### src/sv/tsadc_pkg.sv
// Shared constants, payload types and control structs for the two-way data cache.
package tsadc_pkg;

    localparam int LINE_BYTES    = 16;
    localparam int WAYS          = 2;
    localparam int CACHE_BYTES   = 16384;
    localparam int MEM_ADDR_BITS = 16;

    localparam int NUM_LINES      = CACHE_BYTES / LINE_BYTES;
    localparam int NUM_SETS       = NUM_LINES / WAYS;
    localparam int WORDS_PER_LINE = LINE_BYTES / 8;
    localparam int MEM_WORDS      = (1 << MEM_ADDR_BITS) / 8;
    localparam int OFF_W          = $clog2(LINE_BYTES);
    localparam int SET_W          = $clog2(NUM_SETS);
    localparam int TAG_W          = MEM_ADDR_BITS - OFF_W - SET_W;
    localparam int WORD_W         = $clog2(MEM_WORDS);
    localparam int WAY_W          = (WAYS > 1) ? $clog2(WAYS) : 1;
    localparam int LINE_W         = LINE_BYTES * 8;
    localparam int CLR_W          = WORD_W + 1;

    localparam logic [1:0]  ACT_LOAD  = 2'd0;
    localparam logic [15:0] LFSR_TAPS = 16'hB400;

    typedef struct packed {
        logic [1:0]  action;
        logic [15:0] address;
        logic [1:0]  size_code;
        logic [63:0] store_value;
    } req_t;

    typedef struct packed {
        logic        hit;
        logic [63:0] load_data;
    } rsp_t;

    typedef struct packed {
        logic clear;
        logic accept;
        logic lookup;
        logic wb_en;
        logic rd_en;
        logic word_sel;
        logic capture;
        logic update;
    } cmd_t;

    typedef struct packed {
        logic clear_done;
        logic hit;
        logic full;
        logic out_free;
    } sts_t;

endpackage

### src/sv/tsadc_ctrl.sv
// Sequencer for lookup, write-back, refill and update of one transaction.
module tsadc_ctrl (
    input  logic            aclk,
    input  logic            aresetn,
    input  logic            s_valid,
    output logic            s_ready,
    input  tsadc_pkg::sts_t sts,
    output tsadc_pkg::cmd_t cmd
);
    import tsadc_pkg::*;

    typedef enum logic [7:0] {
        ST_CLEAR  = 8'b0000_0001,
        ST_IDLE   = 8'b0000_0010,
        ST_LOOKUP = 8'b0000_0100,
        ST_WB0    = 8'b0000_1000,
        ST_WB1    = 8'b0001_0000,
        ST_RD0    = 8'b0010_0000,
        ST_RD1    = 8'b0100_0000,
        ST_UPDATE = 8'b1000_0000
    } state_t;

    state_t state_reg, state_next;

    always_ff @(posedge aclk) begin
        if (!aresetn) begin
            state_reg <= ST_CLEAR;
        end else begin
            state_reg <= state_next;
        end
    end

    always_comb begin
        state_next = state_reg;
        cmd        = '0;
        s_ready    = 1'b0;
        unique case (state_reg)
            ST_CLEAR: begin
                cmd.clear = 1'b1;
                if (sts.clear_done) begin
                    state_next = ST_IDLE;
                end
            end
            ST_IDLE: begin
                s_ready    = 1'b1;
                cmd.accept = s_valid;
                if (s_valid) begin
                    state_next = ST_LOOKUP;
                end
            end
            ST_LOOKUP: begin
                cmd.lookup = 1'b1;
                if (sts.hit) begin
                    state_next = ST_UPDATE;
                end else if (sts.full) begin
                    state_next = ST_WB0;
                end else begin
                    state_next = ST_RD0;
                end
            end
            ST_WB0: begin
                cmd.wb_en  = 1'b1;
                state_next = ST_WB1;
            end
            ST_WB1: begin
                cmd.wb_en    = 1'b1;
                cmd.word_sel = 1'b1;
                state_next   = ST_RD0;
            end
            ST_RD0: begin
                cmd.rd_en  = 1'b1;
                state_next = ST_RD1;
            end
            ST_RD1: begin
                cmd.rd_en    = 1'b1;
                cmd.word_sel = 1'b1;
                cmd.capture  = 1'b1;
                state_next   = ST_UPDATE;
            end
            ST_UPDATE: begin
                if (sts.out_free) begin
                    cmd.update = 1'b1;
                    state_next = ST_IDLE;
                end
            end
            default: state_next = ST_CLEAR;
        endcase
    end

endmodule

### config.mk
export PLATFORM = sky130hd
export DESIGN_NAME = tsadc_ctrl
export DESIGN_NICKNAME = d
export VERILOG_FILES = /design/src/sv/tsadc_pkg.sv /design/src/sv/tsadc_ctrl.sv
export SDC_FILE = /design/constraint.sdc
export NUM_CORES = 1
export LEC_CHECK = 0
export ABC_AREA = 1
export BUFFER_PORTS_ARGS = -buffer_cell sky130_fd_sc_hd__buf_4
export CORE_AREA = 2 2 39 41
export CTS_BUF_LIST = sky130_fd_sc_hd__clkbuf_2
export DETAILED_ROUTE_END_ITERATION = 12
export DIE_AREA = 0 0 41 43
export MAX_ROUTING_LAYER = met4
export PLACE_DENSITY = 0.65
export SLEW_MARGIN = 25
export SYNTH_ARGS = -nofsm -noshare
export SYNTH_HDL_FRONTEND = slang
export SYNTH_SLANG_ARGS = --single-unit
### constraint.sdc
create_clock -name aclk -period 3.2 [get_ports aclk]
set_input_delay 0.16 -clock aclk [delete_from_list [all_inputs] [get_ports aclk]]
set_output_delay 0.16 -clock aclk [all_outputs]
set_load 0.05 [all_outputs]
==> reports/summary.txt, run 1 <==
Grt total ovfl -> 0
Tightest Pin Transition -> 0.2328 ns
Worst reg2reg startpoint -> state_reg[7]
Post-CTS resize count -> 0
Initial DRC count -> 2
Worst slew margin -> 84.46%
CTS tree -> built
RSZ-0062 raised after global routing -> false
Root Driver -> clkbuf_2
Status -> finished clean
Routability congestion estimate from global placement -> 0.7739
Placed cells -> 115
Cell variety after synth -> 19
Drt pass-1 iters -> 2
Drt via density -> 4.542
Post-Layout Cell Count -> 118
Top cell type's share of synthesized area -> 29.77%
Critical path's top delay family -> simple AND/OR/NAND/NOR gates
Synth Instances -> 84
Worst Skew -> 0.009564 ns
Synth warn -> 0
R2R Setup Slk -> 2.08 ns
CTS max path bufs -> 2
Total number of vias -> 536
Crit path capture type -> primary output
First-pass GRT wire length -> 1959 um
Worst Path Max Fanout -> 5
Leakage power total -> 0.3917 nW
Final min period -> 1.462 ns
Power Density -> 380.3 mW/mm^2
Hold Slack -> 0.08970 ns
Worst setup endpoint -> cmd[2]
Core box area -> 0.001384 sq mm
Syn_nets -> 91
Chip width -> 41 um
Maximum Capacitance Violations -> 0
Row count -> 14
Nets@finish -> 111
Worst Path Arrival -> 1.30 ns
Clock Latency Late Sink -> 0.24 ns
CTS clk-pin slew, worst paths -> 0.08 ns
Number of global-route vias before repair -> 499
TritonCTS Buffers -> 3
Setup Viol. Count Final -> 0
Initial Utilization -> 38.88%
Syn_area_per_cell -> 6.405 sq um
Worst flop-to-flop path endpoint -> state_reg[6]
Top post-synthesis cells by area -> dfxtp_1, nand2_1, nor2_1
Final count of pins violating max slew -> 0
CP Depth -> 6
Hold buffer count at cts -> 0
Max FFs per register -> 8
Initial antenna violation count -> 0
Final Hold Vio Count -> 0
Cell area after synthesis -> 538.0 sq um
Post-detail-place hpwl -> 924.5 um
Residual DRC -> 0
Routed wire per std cell -> 9.322 um
Number of synthesized register bits -> 8
GRT Resource Usage Total -> 16.86%
Cell Chain, Critical Path -> inv_2 > nand2_2 > nor2_4 > nand3_1 > nand2_1 > buf_4
Setup TNS Final -> 0 ns
Sequential fraction of the synthesis area -> 29.77%
Post-route antenna net violation count -> 0
DRT Wirelength -> 1100 um
Crit-path slowest cell -> dfxtp_1
Area delta synth->final -> 27.44%
Die height -> 43 um
CP startpoint -> state_reg[2]
Layout cells sized above 1 -> 38.24%
Fmax -> 683.9 MHz
Pin count of the biggest net entering global routing -> 7
H-tree lvl count -> 1
Post-synth top area cell -> dfxtp_1
Commonest non-fill, non-tap cell in the layout -> nand2_1
Worst hold path class -> input port to flip-flop
Num ports -> 16
Clk sinks -> 8
Crit path launch type -> flip-flop
Ant. Diodes -> 0
Most frequent cells in the layout -> nand2_1, nor2_1, buf_4, inv_1, dfxtp_1
Req. time, crit path -> 3.04 ns
Crit path buf inv count -> 2
Critical Path Max Stage Delay -> 0.34 ns
Port bufs -> 15
Buffer count from post-CTS setup fixing -> 0
Max VDD drop -> 209.7 uV
Die area -> 0.001763 sq mm
Cells on worst reg2reg path -> 5
CP Class -> flip-flop to primary output
Period utilization -> 45.69%
[cells by family after synthesis]
| logic type | Yosys count | synth area share (%) |
|---|---|---|
| compound gates | 2 | 1.861 |
| simple gates | 56 | 55.11 |
| buf+inv | 18 | 13.26 |
| flops | 8 | 29.77 |
[layer usage]
layer | vias up | wire length [um] | GRT usage [%]
met1 | 228 | 522 | 20.92
met5 | - | 0 | -
met4 | 0 | 19 | 10.00
li1 | 291 | - | -
met2 | 13 | 513 | 24.38
met3 | 4 | 45 | 3.141
[power breakdown]
part / switching, mW / internal, mW
clock network: 0.0340 / 0.0256
registers: 0.00482 / 0.105
logic: 0.0605 / 0.0307
total: 0.0994 / 0.161
[worst register-to-register path, delay by kind of cell, from the launching register on]
kind             cells  cell delay [ns]
AND/OR/NAND/NOR      5             0.62
flip-flops           1             0.40
[worst min path at each step]
stage                       from            to  slack, ns  depth (start not counted)
after floorplan           sts[2]  state_reg[3]       0.23                          1
after global placement    sts[2]  state_reg[3]       0.35                          2
after detailed placement  sts[2]  state_reg[3]       0.35                          2
after CTS                 sts[2]  state_reg[3]       0.09                          2
after global routing      sts[2]  state_reg[3]       0.08                          2
final                     sts[2]  state_reg[3]       0.09                          2
[cell type report]
| cell class | count | area (sq um) |
|---|---|---|
| fillers | 155 | 698.2 |
| repair buffers | 15 | 112.6 |
| flip-flops and latches | 8 | 160.2 |
| multi-input cells | 58 | 306.5 |
| well taps | 16 | 20.02 |
| clock buffers | 3 | 15.01 |
| inverters | 18 | 71.32 |
[cells in the mapped netlist]
cell type,number
a21oi_1,2
nand2_1,18
nand3b_2,1
clkinv_1,1
nor3_2,2
nor2_2,1
nor3_1,1
clkinv_2,1
nand3_1,7
nor2_1,16
nor2_4,2
inv_4,1
nand2_2,4
inv_1,10
inv_2,5
nand2_4,1
nand3_2,2
nor4_2,1
dfxtp_1,8
[per-stage QoR]
| stage | setup slack (ns) | area (sq um) | total power, mW | utilization, % |
|---|---|---|---|---|
| 2_1_floorplan | 1.696 | 538.0 | 0.1805 | - |
| 3_3_place_gp | 2.008 | 670.6 | 0.2039 | 48.46 |
| 5_1_grt | 1.623 | 685.7 | 0.2803 | 49.55 |
| 6_report | 1.738 | 685.7 | 0.2608 | 49.55 |
| 4_1_cts | 1.739 | 685.7 | 0.2630 | 49.55 |
| 3_5_place_dp | 2.007 | 670.6 | 0.2044 | 48.46 |
(Power assumes the default switching activity.)
==> run 2: changes to the inputs <==
==> constraint.sdc (replaced) <==
create_clock -name aclk -period 1.4 [get_ports aclk]
set_input_delay 0.07 -clock aclk [delete_from_list [all_inputs] [get_ports aclk]]
set_output_delay 0.07 -clock aclk [all_outputs]
set_load 0.05 [all_outputs]
==> run 2 against run 1 <==
Net effect:
- routed wire length decreased by 1.4%
- clock power is 110% higher
- register-to-register slack got worse by 1.9 ns
- critical path type unchanged
- highest routed layer unchanged
- total power grew 130%
- first-iteration DRC count grew 100%
- largest power group unchanged
- critical endpoint is now cmd[4]
- sequential share of layout area shrank 1.9 points
- non-clock buffer count grew 1
- clock-buffer cell count stayed put
- global-route usage shrank 1.6 points
==> reports/summary.txt, run 2 (synthesis gave the netlist of run 1 again) <==
Placed cells -> 115 (unchanged)
Worst slew margin -> 84.88% (+0.42 points)
Drt via density -> 4.454 (-2.0%)
RSZ-0062 raised after global routing -> true
Drt pass-1 iters -> 2 (unchanged)
Fmax -> 753.9 MHz
Post-route cell area -> 757.0 sq um (+10%)
Core box area -> 0.001384 sq mm (unchanged)
Final min period -> 1.326 ns
Hold Slack -> 0.02902 ns (-0.06068 ns)
Area delta synth->final -> 40.70%
Layout Utilization -> 54.70% (+5.2 points)
GRT Resource Usage Total -> 15.31% (-1.6 points)
Worst Path Arrival -> 1.26 ns (-0.04 ns)
Worst Path Max Fanout -> 5 (unchanged)
Clock Latency Late Sink -> 0.22 ns (-0.02 ns)
Num ports -> 16 (unchanged)
Final count of pins violating max slew -> 0 (unchanged)
Most frequent cells in the layout -> nand2_1, nor2_1, inv_1, buf_4, dfxtp_1
Layout cells sized above 1 -> 45.63% (+7.4 points)
Critical Path Max Stage Delay -> 0.33 ns (about the same)
Crit-path slowest cell -> dfxtp_2
Cells on worst reg2reg path -> 7 (+2)
CTS tree -> built
Setup Viol. Count Final -> 0 (unchanged)
Final Hold Vio Count -> 0 (unchanged)
Ant. Diodes -> 0 (unchanged)
H-tree lvl count -> 1 (unchanged)
First-pass GRT wire length -> 1773 um (-9.5%)
Routed wire per std cell -> 9.118 um (-2.2%)
CTS max path bufs -> 2 (unchanged)
Die height -> 43 um (unchanged)
Hold Crit Depth -> 2 (unchanged)
Initial antenna violation count -> 0 (unchanged)
Layout fillers -> 141 (-9.0%)
Post-detail-place hpwl -> 919 um (-0.59%)
Pwr Total -> 0.6114 mW (+130%)
Number of global-route vias before repair -> 456 (-8.6%)
Worst Skew -> 0.002028 ns (-0.007536 ns)
Grt total ovfl -> 0 (unchanged)
Post-Layout Cell Count -> 119 (+0.85%)
Initial DRC count -> 4 (+2)
Total number of vias -> 530 (-1.1%)
Residual DRC -> 0 (unchanged)
Reg area -> 162.7 sq um (+1.6%)
Initial Utilization -> 38.88% (unchanged)
Pre-CTS WS -> 0.2666 ns (-1.740 ns)
Leakage power total -> 0.4061 nW (+3.7%)
Period utilization -> 94.75%
Post-route antenna net violation count -> 0 (unchanged)
Root Driver -> clkbuf_2
Setup TNS Final -> 0 ns (unchanged)
Commonest non-fill, non-tap cell in the layout -> nand2_1
Post-placement cell area -> 673.1 sq um (+0.37%)
Clk sinks -> 8 (unchanged)
Port bufs -> 15 (unchanged)
Tightest Pin Transition -> 0.2266 ns (-0.006277 ns)
Worst hold path class -> input port to flip-flop
Post-route worst setup slack -> 0.07351 ns (-1.664 ns)
Crit path launch type -> flip-flop
Maximum Capacitance Violations -> 0 (unchanged)
Max VDD drop -> 538.1 uV (+160%)
Req. time, crit path -> 1.33 ns (-1.71 ns)
Row count -> 14 (unchanged)
Status -> finished clean
Multi-input gate area -> 341.6 sq um (+11%)
Cell Chain, Critical Path -> inv_2 > nand2_4 > nor2_4 > nand3_2 > nand2_1 > buf_6
CP Class -> flip-flop to primary output
DRT Wirelength -> 1085 um (-1.4%)
TritonCTS Buffers -> 3 (unchanged)
Max FFs per register -> 8 (unchanged)
Chip width -> 41 um (unchanged)
Power Density -> 807.7 mW/mm^2 (+110%)
Nets@finish -> 112 (+0.90%)
Pin count of the biggest net entering global routing -> 7 (unchanged)
Routability congestion estimate from global placement -> 0.7658 (-1.0%)
Die area -> 0.001763 sq mm (unchanged)
Crit path capture type -> primary output
CTS clk-pin slew, worst paths -> 0.06 ns (-0.02 ns)
-- run 2: path summary, 6_finish.rpt --
check,end,slack [ns],startpoint
worst min-delay path,state_reg[3],0.03,sts[2]
worst max-delay path,cmd[4],0.07,state_reg[1]
worst min register to register,state_reg[4],0.57,state_reg[1]
worst max register to register,state_reg[6],0.16,state_reg[1]
-- run 2: area by class of cell --
class                           count  area share (%)
Multi-Input combinational cell     58           45.12
Tap cell                           16           2.645
Clock buffer                        3           1.983
Inverter                           18           9.421
Timing Repair Buffer               16           19.34
Sequential cell                     8           21.49
-- run 2: critical path, delay by kind of cell (launching register included) --
family        cells  cell delay, ns
simple gates      4            0.49
buf+inv           2            0.22
flops             1            0.33
-- run 2: what timing repair did --
item,4_1_cts,5_1_grt
hold endpoints to repair,0,0
resized for setup,0,16
setup endpoints to repair,0,6
buffers inserted,0,1
hold buffers,0,0
-- run 2: metal layers --
layer,vias to the layer above,routed length (um),share of wire [%],GRT usage [%]
met4,0,10,0.92,10.00
met5,-,0,0,-
met1,224,505,47,19.61
li1,291,-,-,-
met3,2,52,4.8,3.141
met2,13,517,48,20.94
-- run 2: power breakdown --
group	total (mW)	switching [mW]	internal [mW]
combinational	0.235	0.153	0.0826
clock	0.123	0.0644	0.0583
sequential	0.253	0.0104	0.243
total	0.611	0.227	0.384
